`config.mk`:
```
export PLATFORM = sky130hd
export DESIGN_NAME = preemptive_priority_scheduler
export DESIGN_NICKNAME = d
export VERILOG_FILES = /design/src/rtl/ppsch_pkg.sv /design/src/rtl/ppsch_cell.sv /design/src/rtl/ppsch_ctrl.sv /design/src/rtl/preemptive_priority_scheduler.sv
export VERILOG_INCLUDE_DIRS = /design/src /design/src/rtl
export SDC_FILE = /design/constraint.sdc
export NUM_CORES = 2
export LEC_CHECK = 0
export BUFFER_PORTS_ARGS = -buffer_cell sky130_fd_sc_hd__buf_2
export CELL_PAD_IN_SITES_DETAIL_PLACEMENT = 2
export CELL_PAD_IN_SITES_GLOBAL_PLACEMENT = 2
export CORE_ASPECT_RATIO = 2
export CORE_MARGIN = 2
export CORE_UTILIZATION = 40
export DETAILED_ROUTE_END_ITERATION = 16
export HOLD_SLACK_MARGIN = 0.03
export PLACE_DENSITY = 0.72
export SYNTH_ARGS = -nofsm -noshare
export SYNTH_HDL_FRONTEND = slang
export SYNTH_SLANG_ARGS = --single-unit
```
`constraint.sdc`:
```
create_clock -name i_clk -period 12.92 [get_ports i_clk]
set_input_delay 2.584 -clock i_clk [delete_from_list [all_inputs] [get_ports i_clk]]
set_output_delay 2.584 -clock i_clk [all_outputs]
set_load 0.01 [all_outputs]
```
`src/rtl/preemptive_priority_scheduler_defines.svh`:
```
// Assertion macros for the preemptive priority scheduler.
// Included by modules that carry concurrent assertions; no dependencies.
`ifndef PREEMPTIVE_PRIORITY_SCHEDULER_DEFINES_SVH
`define PREEMPTIVE_PRIORITY_SCHEDULER_DEFINES_SVH

// same-cycle implication, disabled during reset
`define PPSCH_ASSERT(lbl, clk, rst_n, ante, cons) \
    lbl: assert property (@(posedge clk) disable iff (!rst_n) (ante) |-> (cons)) \
        else $error("ppsch: assertion failed");

// next-cycle implication, disabled during reset
`define PPSCH_ASSERT_NEXT(lbl, clk, rst_n, ante, cons) \
    lbl: assert property (@(posedge clk) disable iff (!rst_n) (ante) |=> (cons)) \
        else $error("ppsch: assertion failed");

`endif

```
`src/rtl/ppsch_pkg.sv`:
```
// Shared types and constants for the preemptive priority scheduler.
// No dependencies; used by the cell, the controller and the top level.
package ppsch_pkg;

    localparam int unsigned ArrW  = 16;
    localparam int unsigned BurW  = 16;
    localparam int unsigned UrgW  = 8;
    localparam int unsigned TimeW = 24;
    localparam int unsigned AbW   = 17;
    localparam int unsigned OutIdxW = 4;

    typedef enum logic [1:0] {
        S_LOAD,
        S_SWEEP,
        S_APPLY,
        S_EMIT
    } t_state;

    // best candidate and earliest future arrival, passed from cell to cell
    typedef struct packed {
        logic            found;
        logic [UrgW-1:0] urg;
        logic [BurW-1:0] rem;
        logic [ArrW-1:0] arr;
        logic [AbW-1:0]  ab;
        logic            nfound;
        logic [ArrW-1:0] narr;
    } t_token;

    // broadcast from controller to all cells
    typedef struct packed {
        logic            load;
        logic            apply;
        logic            finish;
        logic            clear;
        logic [BurW-1:0] delta;
        logic [ArrW-1:0] arrival;
        logic [BurW-1:0] burst;
        logic [UrgW-1:0] urgency;
    } t_cmd;

endpackage

```
`src/rtl/ppsch_cell.sv`:
```
// One process slot of the scheduler chain: holds a process and merges it into the token.
// Depends on ppsch_pkg.
module ppsch_cell
    import ppsch_pkg::*;
#(
    parameter int unsigned IdxW    = 4,
    parameter int unsigned CellIdx = 0
) (
    input  logic             i_clk,
    input  logic             i_rst_n,
    input  logic [TimeW-1:0] i_time,
    input  t_cmd             i_cmd,
    input  logic [IdxW-1:0]  i_sel_idx,
    input  t_token           i_tok,
    input  logic [IdxW-1:0]  i_tok_idx,
    output t_token           o_tok,
    output logic [IdxW-1:0]  o_tok_idx
);

    logic            r_loaded;
    logic            r_done;
    logic [ArrW-1:0] r_arr;
    logic [BurW-1:0] r_rem;
    logic [AbW-1:0]  r_ab;
    logic [UrgW-1:0] r_urg;
    t_token          r_tok;
    logic [IdxW-1:0] r_tok_idx;

    logic            sel;
    logic            live;
    logic            arrived;
    logic            better;
    logic            nbetter;
    logic [BurW-1:0] bfix;
    t_token          n_tok;
    logic [IdxW-1:0] n_tok_idx;

    assign sel     = (i_sel_idx == IdxW'(CellIdx));
    assign live    = r_loaded && !r_done;
    assign arrived = (TimeW'(r_arr) <= i_time);
    assign better  = live && arrived && (!i_tok.found || (r_urg < i_tok.urg));
    assign nbetter = live && !arrived && (!i_tok.nfound || (r_arr < i_tok.narr));
    assign bfix    = (i_cmd.burst == '0) ? BurW'(1) : i_cmd.burst;

    always_comb begin
        n_tok     = i_tok;
        n_tok_idx = i_tok_idx;
        if (better) begin
            n_tok.found = 1'b1;
            n_tok.urg   = r_urg;
            n_tok.rem   = r_rem;
            n_tok.arr   = r_arr;
            n_tok.ab    = r_ab;
            n_tok_idx   = IdxW'(CellIdx);
        end
        if (nbetter) begin
            n_tok.nfound = 1'b1;
            n_tok.narr   = r_arr;
        end
    end

    always_ff @(posedge i_clk) begin
        if (!i_rst_n) begin
            r_loaded <= 1'b0;
            r_done   <= 1'b0;
        end else if (i_cmd.clear) begin
            r_loaded <= 1'b0;
            r_done   <= 1'b0;
        end else if (i_cmd.load && sel) begin
            r_loaded <= 1'b1;
            r_done   <= 1'b0;
        end else if (i_cmd.apply && i_cmd.finish && sel) begin
            r_done   <= 1'b1;
        end
    end

    always_ff @(posedge i_clk) begin
        r_tok     <= n_tok;
        r_tok_idx <= n_tok_idx;
        if (i_cmd.load && sel) begin
            r_arr <= i_cmd.arrival;
            r_rem <= bfix;
            r_ab  <= AbW'(i_cmd.arrival) + AbW'(bfix);
            r_urg <= i_cmd.urgency;
        end else if (i_cmd.apply && sel) begin
            r_rem <= r_rem - i_cmd.delta;
        end
    end

    assign o_tok     = r_tok;
    assign o_tok_idx = r_tok_idx;

endmodule

```
`src/rtl/ppsch_ctrl.sv`:
```
// Load sequencer, schedule clock and result register for the scheduler.
// Depends on ppsch_pkg and preemptive_priority_scheduler_defines.svh.
`include "preemptive_priority_scheduler_defines.svh"

module ppsch_ctrl
    import ppsch_pkg::*;
#(
    parameter int unsigned MaxProc = 16,
    parameter int unsigned IdxW    = 4
) (
    input  logic                i_clk,
    input  logic                i_rst_n,
    input  logic                i_in_valid,
    output logic                o_in_ready,
    input  logic [ArrW-1:0]     i_arrival_time,
    input  logic [BurW-1:0]     i_burst_length,
    input  logic [UrgW-1:0]     i_urgency,
    input  logic                i_last_process,
    output logic                o_out_valid,
    input  logic                i_out_ready,
    output logic [OutIdxW-1:0]  o_process_index,
    output logic [TimeW-1:0]    o_completion_time,
    output logic [TimeW-1:0]    o_turnaround_time,
    output logic [TimeW-1:0]    o_waiting_time,
    output logic                o_last_result,
    input  t_token              i_tok,
    input  logic [IdxW-1:0]     i_tok_idx,
    output logic [TimeW-1:0]    o_time,
    output t_cmd                o_cmd,
    output logic [IdxW-1:0]     o_sel_idx
);

    localparam int unsigned CntW = $clog2(MaxProc + 1);
    localparam int unsigned SwW  = $clog2(MaxProc);

    t_state           r_state, n_state;
    logic [CntW-1:0]  r_count, n_count;
    logic [CntW-1:0]  r_done_cnt, n_done_cnt;
    logic [SwW-1:0]   r_sweep, n_sweep;
    logic [TimeW-1:0] r_time, n_time;
    logic             r_out_valid, n_out_valid;

    logic [IdxW-1:0]  r_res_idx;
    logic [ArrW-1:0]  r_res_arr;
    logic [AbW-1:0]   r_res_ab;
    logic [OutIdxW-1:0] r_o_idx;
    logic [TimeW-1:0] r_o_comp;
    logic [TimeW-1:0] r_o_tat;
    logic [TimeW-1:0] r_o_wait;
    logic             r_o_last;

    logic             accept;
    logic [CntW-1:0]  count_inc;
    logic [TimeW-1:0] sum;
    logic [TimeW-1:0] gap;
    logic             fin;
    logic             capture;
    logic             emit_go;
    logic             emit_last;

    assign accept    = i_in_valid && o_in_ready;
    assign count_inc = r_count + CntW'(1);
    assign sum       = r_time + TimeW'(i_tok.rem);
    assign gap       = TimeW'(i_tok.narr) - r_time;
    assign fin       = !i_tok.nfound || (sum <= TimeW'(i_tok.narr));
    assign emit_go   = (r_state == S_EMIT) && (!r_out_valid || i_out_ready);
    assign emit_last = emit_go && (r_done_cnt == r_count);

    always_ff @(posedge i_clk) begin
        if (!i_rst_n) begin
            r_state <= S_LOAD;
        end else begin
            r_state <= n_state;
        end
    end

    always_comb begin
        n_state     = r_state;
        n_count     = r_count;
        n_done_cnt  = r_done_cnt;
        n_sweep     = r_sweep;
        n_time      = r_time;
        n_out_valid = r_out_valid && !i_out_ready;
        o_in_ready  = 1'b0;
        capture     = 1'b0;
        o_sel_idx   = i_tok_idx;
        o_cmd       = '0;
        o_cmd.arrival = i_arrival_time;
        o_cmd.burst   = i_burst_length;
        o_cmd.urgency = i_urgency;
        unique case (r_state)
            S_LOAD: begin
                o_in_ready = 1'b1;
                o_sel_idx  = r_count[IdxW-1:0];
                if (accept) begin
                    o_cmd.load = 1'b1;
                    n_count    = count_inc;
                    if (i_last_process || (count_inc == CntW'(MaxProc))) begin
                        n_sweep = '0;
                        n_state = S_SWEEP;
                    end
                end
            end
            S_SWEEP: begin
                n_sweep = r_sweep + SwW'(1);
                if (r_sweep == SwW'(MaxProc - 1)) begin
                    n_state = S_APPLY;
                end
            end
            S_APPLY: begin
                n_sweep = '0;
                if (i_tok.found) begin
                    o_cmd.apply  = 1'b1;
                    o_cmd.finish = fin;
                    o_cmd.delta  = fin ? i_tok.rem : gap[BurW-1:0];
                    n_time       = fin ? sum : TimeW'(i_tok.narr);
                    if (fin) begin
                        capture    = 1'b1;
                        n_done_cnt = r_done_cnt + CntW'(1);
                        n_state    = S_EMIT;
                    end else begin
                        n_state = S_SWEEP;
                    end
                end else begin
                    n_time  = TimeW'(i_tok.narr);
                    n_state = S_SWEEP;
                end
            end
            S_EMIT: begin
                if (emit_go) begin
                    n_out_valid = 1'b1;
                    if (emit_last) begin
                        o_cmd.clear = 1'b1;
                        n_count     = '0;
                        n_done_cnt  = '0;
                        n_time      = '0;
                        n_state     = S_LOAD;
                    end else begin
                        n_sweep = '0;
                        n_state = S_SWEEP;
                    end
                end
            end
            default: begin
                n_state = S_LOAD;
            end
        endcase
    end

    always_ff @(posedge i_clk) begin
        if (!i_rst_n) begin
            r_count     <= '0;
            r_done_cnt  <= '0;
            r_sweep     <= '0;
            r_time      <= '0;
            r_out_valid <= 1'b0;
        end else begin
            r_count     <= n_count;
            r_done_cnt  <= n_done_cnt;
            r_sweep     <= n_sweep;
            r_time      <= n_time;
            r_out_valid <= n_out_valid;
        end
    end

    always_ff @(posedge i_clk) begin
        if (capture) begin
            r_res_idx <= i_tok_idx;
            r_res_arr <= i_tok.arr;
            r_res_ab  <= i_tok.ab;
        end
        if (emit_go) begin
            r_o_idx  <= OutIdxW'(r_res_idx);
            r_o_comp <= r_time;
            r_o_tat  <= r_time - TimeW'(r_res_arr);
            r_o_wait <= r_time - TimeW'(r_res_ab);
            r_o_last <= (r_done_cnt == r_count);
        end
    end

    assign o_time            = r_time;
    assign o_out_valid       = r_out_valid;
    assign o_process_index   = r_o_idx;
    assign o_completion_time = r_o_comp;
    assign o_turnaround_time = r_o_tat;
    assign o_waiting_time    = r_o_wait;
    assign o_last_result     = r_o_last;

    `PPSCH_ASSERT(a_done_le_count, i_clk, i_rst_n, 1'b1, r_done_cnt <= r_count)
    `PPSCH_ASSERT(a_idle_has_next, i_clk, i_rst_n, (r_state == S_APPLY) && !i_tok.found, i_tok.nfound)
    `PPSCH_ASSERT_NEXT(a_time_monotonic, i_clk, i_rst_n, r_state == S_APPLY, r_time >= $past(r_time))
    `PPSCH_ASSERT_NEXT(a_set_clears, i_clk, i_rst_n, emit_last, (r_state == S_LOAD) && (r_count == '0) && (r_time == '0))

endmodule

```
`src/rtl/preemptive_priority_scheduler.sv`:
```
// Preemptive priority scheduler: loads up to MAX_PROCESSES processes, then reports completions.
// Input channel: i_in_valid / o_in_ready with arrival time, burst length, urgency and a last mark.
// One transaction is taken per cycle while loading; the transaction marked last, or the one
// that fills the final slot, starts the run. No input is taken during the run.
// Output channel: o_out_valid / i_out_ready, one transaction per process in completion order,
// carrying index, completion, turnaround and waiting time; the final one has o_last_result set.
// The run steps from one scheduling event (arrival or completion) to the next. For each event
// the token passes along the cell chain in the sweep state and is then applied in the apply
// state, and a completion then loads the output register in the emit state. A set of N
// processes has at most 2N events.
// A stalled receiver holds the result register; the run goes on to the next completion
// and waits there until the held result is taken.
// Loading of the next set begins while the final result still waits on the output.
// Reset (synchronous, active low) empties all slots and returns to loading.
// Depends on ppsch_pkg, ppsch_cell and ppsch_ctrl.
module preemptive_priority_scheduler
    import ppsch_pkg::*;
#(
    parameter int unsigned MAX_PROCESSES = 16
) (
    input  logic               i_clk,
    input  logic               i_rst_n,
    input  logic               i_in_valid,
    output logic               o_in_ready,
    input  logic [ArrW-1:0]    i_arrival_time,
    input  logic [BurW-1:0]    i_burst_length,
    input  logic [UrgW-1:0]    i_urgency,
    input  logic               i_last_process,
    output logic               o_out_valid,
    input  logic               i_out_ready,
    output logic [OutIdxW-1:0] o_process_index,
    output logic [TimeW-1:0]   o_completion_time,
    output logic [TimeW-1:0]   o_turnaround_time,
    output logic [TimeW-1:0]   o_waiting_time,
    output logic               o_last_result
);

    localparam int unsigned IdxW = $clog2(MAX_PROCESSES);

    t_token          tok     [0:MAX_PROCESSES];
    logic [IdxW-1:0] tok_idx [0:MAX_PROCESSES];
    logic [TimeW-1:0] cur_time;
    t_cmd            cmd;
    logic [IdxW-1:0] sel_idx;

    assign tok[0]     = '0;
    assign tok_idx[0] = '0;

    for (genvar k = 0; k < MAX_PROCESSES; k++) begin : g_cell
        ppsch_cell #(
            .IdxW    (IdxW),
            .CellIdx (k)
        ) u_cell (
            .i_clk     (i_clk),
            .i_rst_n   (i_rst_n),
            .i_time    (cur_time),
            .i_cmd     (cmd),
            .i_sel_idx (sel_idx),
            .i_tok     (tok[k]),
            .i_tok_idx (tok_idx[k]),
            .o_tok     (tok[k+1]),
            .o_tok_idx (tok_idx[k+1])
        );
    end

    ppsch_ctrl #(
        .MaxProc (MAX_PROCESSES),
        .IdxW    (IdxW)
    ) u_ctrl (
        .i_clk             (i_clk),
        .i_rst_n           (i_rst_n),
        .i_in_valid        (i_in_valid),
        .o_in_ready        (o_in_ready),
        .i_arrival_time    (i_arrival_time),
        .i_burst_length    (i_burst_length),
        .i_urgency         (i_urgency),
        .i_last_process    (i_last_process),
        .o_out_valid       (o_out_valid),
        .i_out_ready       (i_out_ready),
        .o_process_index   (o_process_index),
        .o_completion_time (o_completion_time),
        .o_turnaround_time (o_turnaround_time),
        .o_waiting_time    (o_waiting_time),
        .o_last_result     (o_last_result),
        .i_tok             (tok[MAX_PROCESSES]),
        .i_tok_idx         (tok_idx[MAX_PROCESSES]),
        .o_time            (cur_time),
        .o_cmd             (cmd),
        .o_sel_idx         (sel_idx)
    );

endmodule
```
# ---- Word-level counts from Yosys, hierarchy flattened
# Cells that the tools add are included.
# W data, S select, Z words.
dict set report classes {
  n_mul 0
  div 0
  eq_ne 29
  add_sub_neg 24
  reduce_logical 272
  order_cmp 47
  bitwise_logic 1
  shifts 0
  mux 108
}
# op count
set op_table {}
lappend op_table {{$mux W16} 51}
lappend op_table {{$mux W57} 14}
lappend op_table {{$le A16 B24 Y1} 16}
lappend op_table {{$sub A16 B16 Y16} 17}
lappend op_table {{$lt A16 B16 Y1} 15}
lappend op_table {{$logic_and A1 B1 Y1} 131}
lappend op_table {{$lt A8 B8 Y1} 15}
lappend op_table {{$mux W24} 4}
lappend op_table {{$logic_not A1 Y1} 65}
lappend op_table {{$mux W58} 1}
lappend op_table {{$mux W49} 1}
lappend op_table {{$pmux W24 S2} 1}
lappend op_table {{$reduce_or A3 Y1} 16}
lappend op_table {{$eq A4 B4 Y1 const B} 9}
lappend op_table {{$reduce_bool A2 Y1} 18}
lappend op_table {{$logic_or A1 B1 Y1} 33}
lappend op_table {{$mux W5} 5}
lappend op_table {{$add A24 B16 Y24} 1}
lappend op_table {{$le A24 B16 Y1} 1}
lappend op_table {{$sub A24 B16 Y24} 1}
lappend op_table {{$sub A24 B17 Y24} 1}
lappend op_table {{$mux W4} 5}
lappend op_table {{$pmux W5 S2} 2}
lappend op_table {{$add A16 B16 Y17} 1}
lappend op_table {{other kinds (24)} 57}
dict set report word_totals {
  latchBits 0
  output_inout_bits 79
  word_cells 717
  in_bits 45
  n_memories 0
  register_bits 2340
  ram_bits 0
  mem_bits_ro 0
}

# ---- Logic depth before layout (Yosys ltp)
dict set report depth {
  depth_word 9
  depth_mapped 37
  ltp_nobuf 36
}

# ---- Hierarchy
# From an unflattened synthesis, not the netlist that was laid out.
dict set report hier_totals {
  cells_unflattened 11181
  area_unflattened_um2 123158.1
}
# mod area_per_inst_um2 n_inst cells_each seq_area_each_um2
set by_module_without_submodules {}
lappend by_module_without_submodules {{ppsch_cell at g_cell[10].u_cell ...} 7065.5 7 637 3333.2}
lappend by_module_without_submodules {{ppsch_cell at g_cell[15].u_cell ...} 7064.3 4 637 3333.2}
lappend by_module_without_submodules {ppsch_ctrl 9874.5 1 999 4244.1}
lappend by_module_without_submodules {{ppsch_cell at g_cell[9].u_cell} 7205.7 1 624 3333.2}
lappend by_module_without_submodules {{ppsch_cell at g_cell[13].u_cell} 7129.3 1 636 3333.2}
lappend by_module_without_submodules {{ppsch_cell at g_cell[8].u_cell} 7090.6 1 636 3333.2}
lappend by_module_without_submodules {{ppsch_cell at g_cell[0].u_cell} 7084.3 1 639 3333.2}
lappend by_module_without_submodules {{ppsch_cell at g_cell[14].u_cell} 7054.3 1 639 3333.2}
lappend by_module_without_submodules {preemptive_priority_scheduler 3.8 1 1 0.0}

# ---- Least setup slack after synthesis
# OpenSTA, ideal clock, no wires.
dict set report synth_timing {
  path_kind {register to register}
  start {register u_ctrl.r_time[0], in the netlist u_ctrl.o_time[0]}
  end {register g_cell[5].u_cell.r_rem[14], data pin}
  required_ps 12651
  setup_slack_ps 4665
  setup_time_ps 269
  period_less_slack_ps 8255
  n_path_buf 1
  stages_incl_launch_ff 35
  arrival_time_ps 7985
  path_cell_list {dfxtp_1 > ha_1 > inv_1 > fa_1 > nor2b_1 > o2111ai_1 > nand3_1 > nand2_1 > o21ai_0 > o22ai_1 > o21bai_1 > a21oi_1 > xnor2_1 > ha_1 > nand4_1 > or4_1 > a22oi_1 > nand4b_1 > o31ai_4 > clkbuf_1 > nand2_1 > o21ai_0 > nand2_1 > fa_1 > a21o_1 > a21oi_1 > o21bai_1 > a21oi_1 > o21ai_0 > a21oi_1 > o21ai_0 > or4_1 > a31oi_1 > xor2_1 > o21ai_0}
}
dict set report synth_via {
  elab_chain_len 9
  elab_cells_between_ends 10
  classes_between {3 x add/sub; 1 x order compare; 5 x mux; 1 x reduce/logical}
}
# element line
set synth_rtl {}
lappend synth_rtl {{start, declared} ppsch_ctrl.sv:40} ;# logic [TimeW-1:0] r_time, n_time;
lappend synth_rtl {{start signal, assigned} ppsch_ctrl.sv:161} ;# r_time <= n_time;
lappend synth_rtl {{$add A24 B16 Y24} ppsch_ctrl.sv:63} ;# assign sum = r_time + TimeW'(i_tok.rem);
lappend synth_rtl {{$le A24 B16 Y1} ppsch_ctrl.sv:65} ;# assign fin = !i_tok.nfound || (sum <= TimeW'(i_tok.narr));
lappend synth_rtl {{$logic_or A1 B1 Y1} ppsch_ctrl.sv:65}
lappend synth_rtl {{$mux W16 (*)} ppsch_ctrl.sv:115} ;# o_cmd.delta = fin ? i_tok.rem : gap[BurW-1:0];
lappend synth_rtl {{$mux W16 (*)} ppsch_ctrl.sv:112} ;# if (i_tok.found) begin
lappend synth_rtl {{$mux W16 (*)} ppsch_ctrl.sv:91} ;# unique case (r_state)
lappend synth_rtl {{$sub A16 B16 Y16 (*)} ppsch_cell.sv:86} ;# r_rem <= r_rem - i_cmd.delta;
lappend synth_rtl {{$mux W16 (*)} ppsch_cell.sv:85} ;# end else if (i_cmd.apply && sel) begin
lappend synth_rtl {{$mux W16 (*)} ppsch_cell.sv:80} ;# if (i_cmd.load && sel) begin
lappend synth_rtl {{end signal, assigned} ppsch_cell.sv:82} ;# r_rem <= bfix;
lappend synth_rtl {{end signal, assigned} ppsch_cell.sv:86}
lappend synth_rtl {{end, declared} ppsch_cell.sv:23} ;# logic [BurW-1:0] r_rem;
# Every way passes the cells marked *; elsewhere a longest branch is shown, timed or not. The select of a mux whose other input is x is not followed.
# A chain may end at the register's enable or synchronous reset.

# ---- Final worst setup path
dict set report layout_timing {
  start {register u_ctrl.r_time[1], in the netlist u_ctrl.o_time[1]}
  end {register g_cell[5].u_cell.r_rem[14], data pin}
}
# The elaborated chain is that of the path after synthesis.

==> run_results.csv <==
group,metric,value,unit
critical_path,critical_path.max_fanout,33,
sta,clock.fmax,0.111,GHz
pwr,cellPowerDensity,135,nW/um^2
clock_tree,holdBufCountCts,0,
sta,slew_headroom,0.192,
critical_path,end_kind,"register",
placed_design,dp_hpwl,265000,um
route,routedWlPerCell,29.9,um
sta,timing.setup.tns,0,ns
critical_path,critPathLaunchType,"register",
yosys,synth_cell_type_count,76,
yosys,synth_area,104000,um^2
global_routing,grt_usage,0.279,
pwr,ir_drop,0.000131,V
yosys,synth_ff_type,"dfxtp_1",
sta,setup_viol,0,
clock_tree,path_clk_slew,0.07,ns
die,die-area,264000,um^2
route,drcViolationCount,0,
critical_path,critPathSlowestCell,"dfxtp_1",
yosys,synth_top_cell_by_area,"edfxtp_1",
finish,drive_gt1_frac,0.204,
critical_path,path_class,"register to register",
route,first_pass_iters,5,
pwr,p_sw,0.00366,W
yosys,synth_top_area_frac,0.297,
global_routing,grt_pass1_wl,536000,um
critical_path,arrival,9.61,ns
critical_path,cp_common_cell,"a21oi_1",
finish,layoutNonFillerInstCount,12300,
clock_tree,post_cts_buffers,0,
placed_design,dp_slack,3.88,ns
global_routing,overflow,0,
route,antenna_left,0,
clock_tree,clk_path_buf_depth,4,
sta,period_share,0.698,
clock_tree,cts_made_buffers,217,
global_routing,antenna_found_initial,24,
pwr,sequentialPowerShare,0.514,
clock_tree,cts_root_buffer,"clkbuf_16",
route,dr.first_iter.drc_count,3108,
yosys,syn_avg_cell_area,12.3,um^2
job,drv_cap,0,
placed_design,placedCellCount,11900,
yosys,ys_warn_count,0,
placed_design,gp_congestion,0.870,
clock_tree,cts_tree,"yes",
sta,period_needed,9.02,ns
sta,timing.final.ws_setup,3.90,ns
yosys,synth.most_common_cell,"dfxtp_1",
pwr,p_clk_frac,0.432,
pwr,sw_frac_of_total,0.232,
placed_design,port-buffer-count,123,
critical_path,crit_required,13.51,ns
finish,syn_to_final_growth,12.4,%
global_routing,grt_max_degree,70,
yosys,syn_inst,8430,
die,num_rows,264,
critical_path,slowest_delay,0.53,ns
route,wirelength,369000,um
global_routing,grt_pass1_vias,78800,
die,die-width,364,um
clock_tree,clock_sinks,2340,
sta,hold_viol,0,
pwr,p_int,0.0121,W
yosys,synth_edf_count,1026,
die,initial_core_util,0.402,
yosys,synthArstFlopShare,0,
sta,clock_skew,0.0796,ns
finish,nNetsFinal,9706,
yosys,synthTopCellsByArea,"edfxtp_1 30%, dfxtp_1 25%, mux2_2 12%",
outcome,status,"complete, no violations",
pwr,combPwrFrac,0.054,
clock_tree,cts-htree-levels,4,
sta,slew_violations,0,
die,io_pins,124,
hold_path,hold_path_class,"register to register",
die,die_h,725,um
sta,worstMarginPinSlew,1.21,ns
yosys,ys_seq_elements,2340,
route,via_count,68100,
yosys,ys_seq_area_frac,0.550,
clock_tree,worstSkewPairLatency,0.92,ns
route,vias_per_cell,5.52,
clock_tree,cts-resized-gates,0,
yosys,syn_nets,9453,
sta,rsz0062_at_grt,"no",
die,coreArea,258000,um^2
yosys,synth_common_cells,"1314 x dfxtp_1, 1095 x mux2_2, 1026 x edfxtp_1, 957 x ha_1, 552 x inv_1",
pwr,power.leakage,46.4,nW
-- critical path: cells and delay by family, from the launching register on --
family	cells	cell delay, ns
flip-flops	1	0.53
XOR/XNOR	2	0.32
buffers and inverters	5	1.13
AO/OA/AOI/OAI	17	3.30
adder cells (fa/ha/maj)	4	1.49
AND/OR/NAND/NOR	8	1.88
-- state kept, by name, indices dropped and copies added (netlist names), 17 cells and up --
| register | flops |
|---|---|
| u_ctrl.o_completion_time | 24 |
| g_cell.u_cell.r_rem | 256 |
| g_cell.u_cell.r_urg | 128 |
| u_ctrl.o_time | 24 |
| g_cell.u_cell.r_ab | 272 |
| g_cell.u_cell.o_tok_idx | 49 |
| g_cell.u_cell.r_arr | 256 |
| u_ctrl.o_turnaround_time | 24 |
| u_ctrl.r_res_ab | 17 |
| u_ctrl.o_waiting_time | 24 |
| g_cell.u_cell.o_tok | 1192 |
-- worst paths after layout --
| kind | slack, ns | end | from | depth (start not counted) |
|---|---|---|---|---|
| setup / recovery | 3.90 | g_cell[5].u_cell.r_rem[14] | u_ctrl.o_time[1] | 36 |
| hold / removal | 0.40 | g_cell[13].u_cell.o_tok_idx[0] | g_cell[12].u_cell.o_tok_idx[0] | 1 |
| setup reg to reg | 3.90 | g_cell[5].u_cell.r_rem[14] | u_ctrl.o_time[1] | 36 |
| hold reg to reg | 0.40 | g_cell[13].u_cell.o_tok_idx[0] | g_cell[12].u_cell.o_tok_idx[0] | 1 |
-- power by group through the flow --
stage	Combinational, W	Sequential (W)	Clock, W
finish	0.000847	0.00811	0.00682
global route	0.000924	0.00813	0.00723
CTS	0.000857	0.00812	0.00696
detailed placement	0.000838	0.00827	0
global placement	0.000798	0.00827	0
floorplan	0.000503	0.00819	0
-- cell type report --
| cell class | instances | area [um^2] |
|---|---|---|
| diodes | 9 | 22.5 |
| clock buffers | 299 | 6230 |
| clock inverters | 101 | 1150 |
| fillers | 25700 | 142000 |
| inverters | 555 | 2090 |
| multi-input cells | 5294 | 44000 |
| flip-flops and latches | 2340 | 57100 |
| well taps | 3458 | 4330 |
| repair buffers | 275 | 1760 |
-- through the flow --
stage | cell area [um^2] | power, W | util | hold WS, ns
finish | 117000 | 0.0158 | 0.452 | 0.405
global route | 117000 | 0.0163 | 0.452 | 0.406
CTS | 117000 | 0.0159 | 0.452 | 0.408
detailed placement | 109000 | 0.00911 | 0.423 | 0.390
global placement | 109000 | 0.00906 | 0.423 | 0.387
floorplan | 104000 | 0.00869 | - | 0.386
-- cell families after synthesis --
group / synth area share
AOI/OAI and AO/OA: 0.0885
xor gates and xnor gates: 0.0233
buffers and inverters: 0.0290
muxes: 0.122
and+or+nand+nor: 0.0679
adders and majority gates: 0.119
DFF: 0.550
-- layer usage --
layer / vias up / track usage / wire [um]
li1: 30700 / - / -
met1: 35000 / 0.264 / 121000
met2: 1388 / 0.543 / 204000
met3: 951 / 0.0298 / 11000
met4: 2 / 0.206 / 32800
met5: - / 0 / 11
-- cells in the final DEF (no fill, tap or decap), drive strengths merged, types with 17 or more instances in the layout --
cell,count
mux2,1095
a21o,259
nand2b,122
and2,101
dfxtp,1314
nor2,313
o21a,131
buf,275
o31ai,51
a21boi,25
a31oi,33
clkbuf,299
xnor2,161
o21ai,410
a21oi,391
a211oi,27
nand4,81
and3,20
ha,957
or4,21
o21bai,28
nor2b,108
fa,21
mux2i,34
nand3,73
inv,562
clkinv,65
bufinv,21
nor3,82
edfxtp,1026
a31o,17
xor2,115
or3,30
nand2,429
Power figures use the tool's default switching activity.
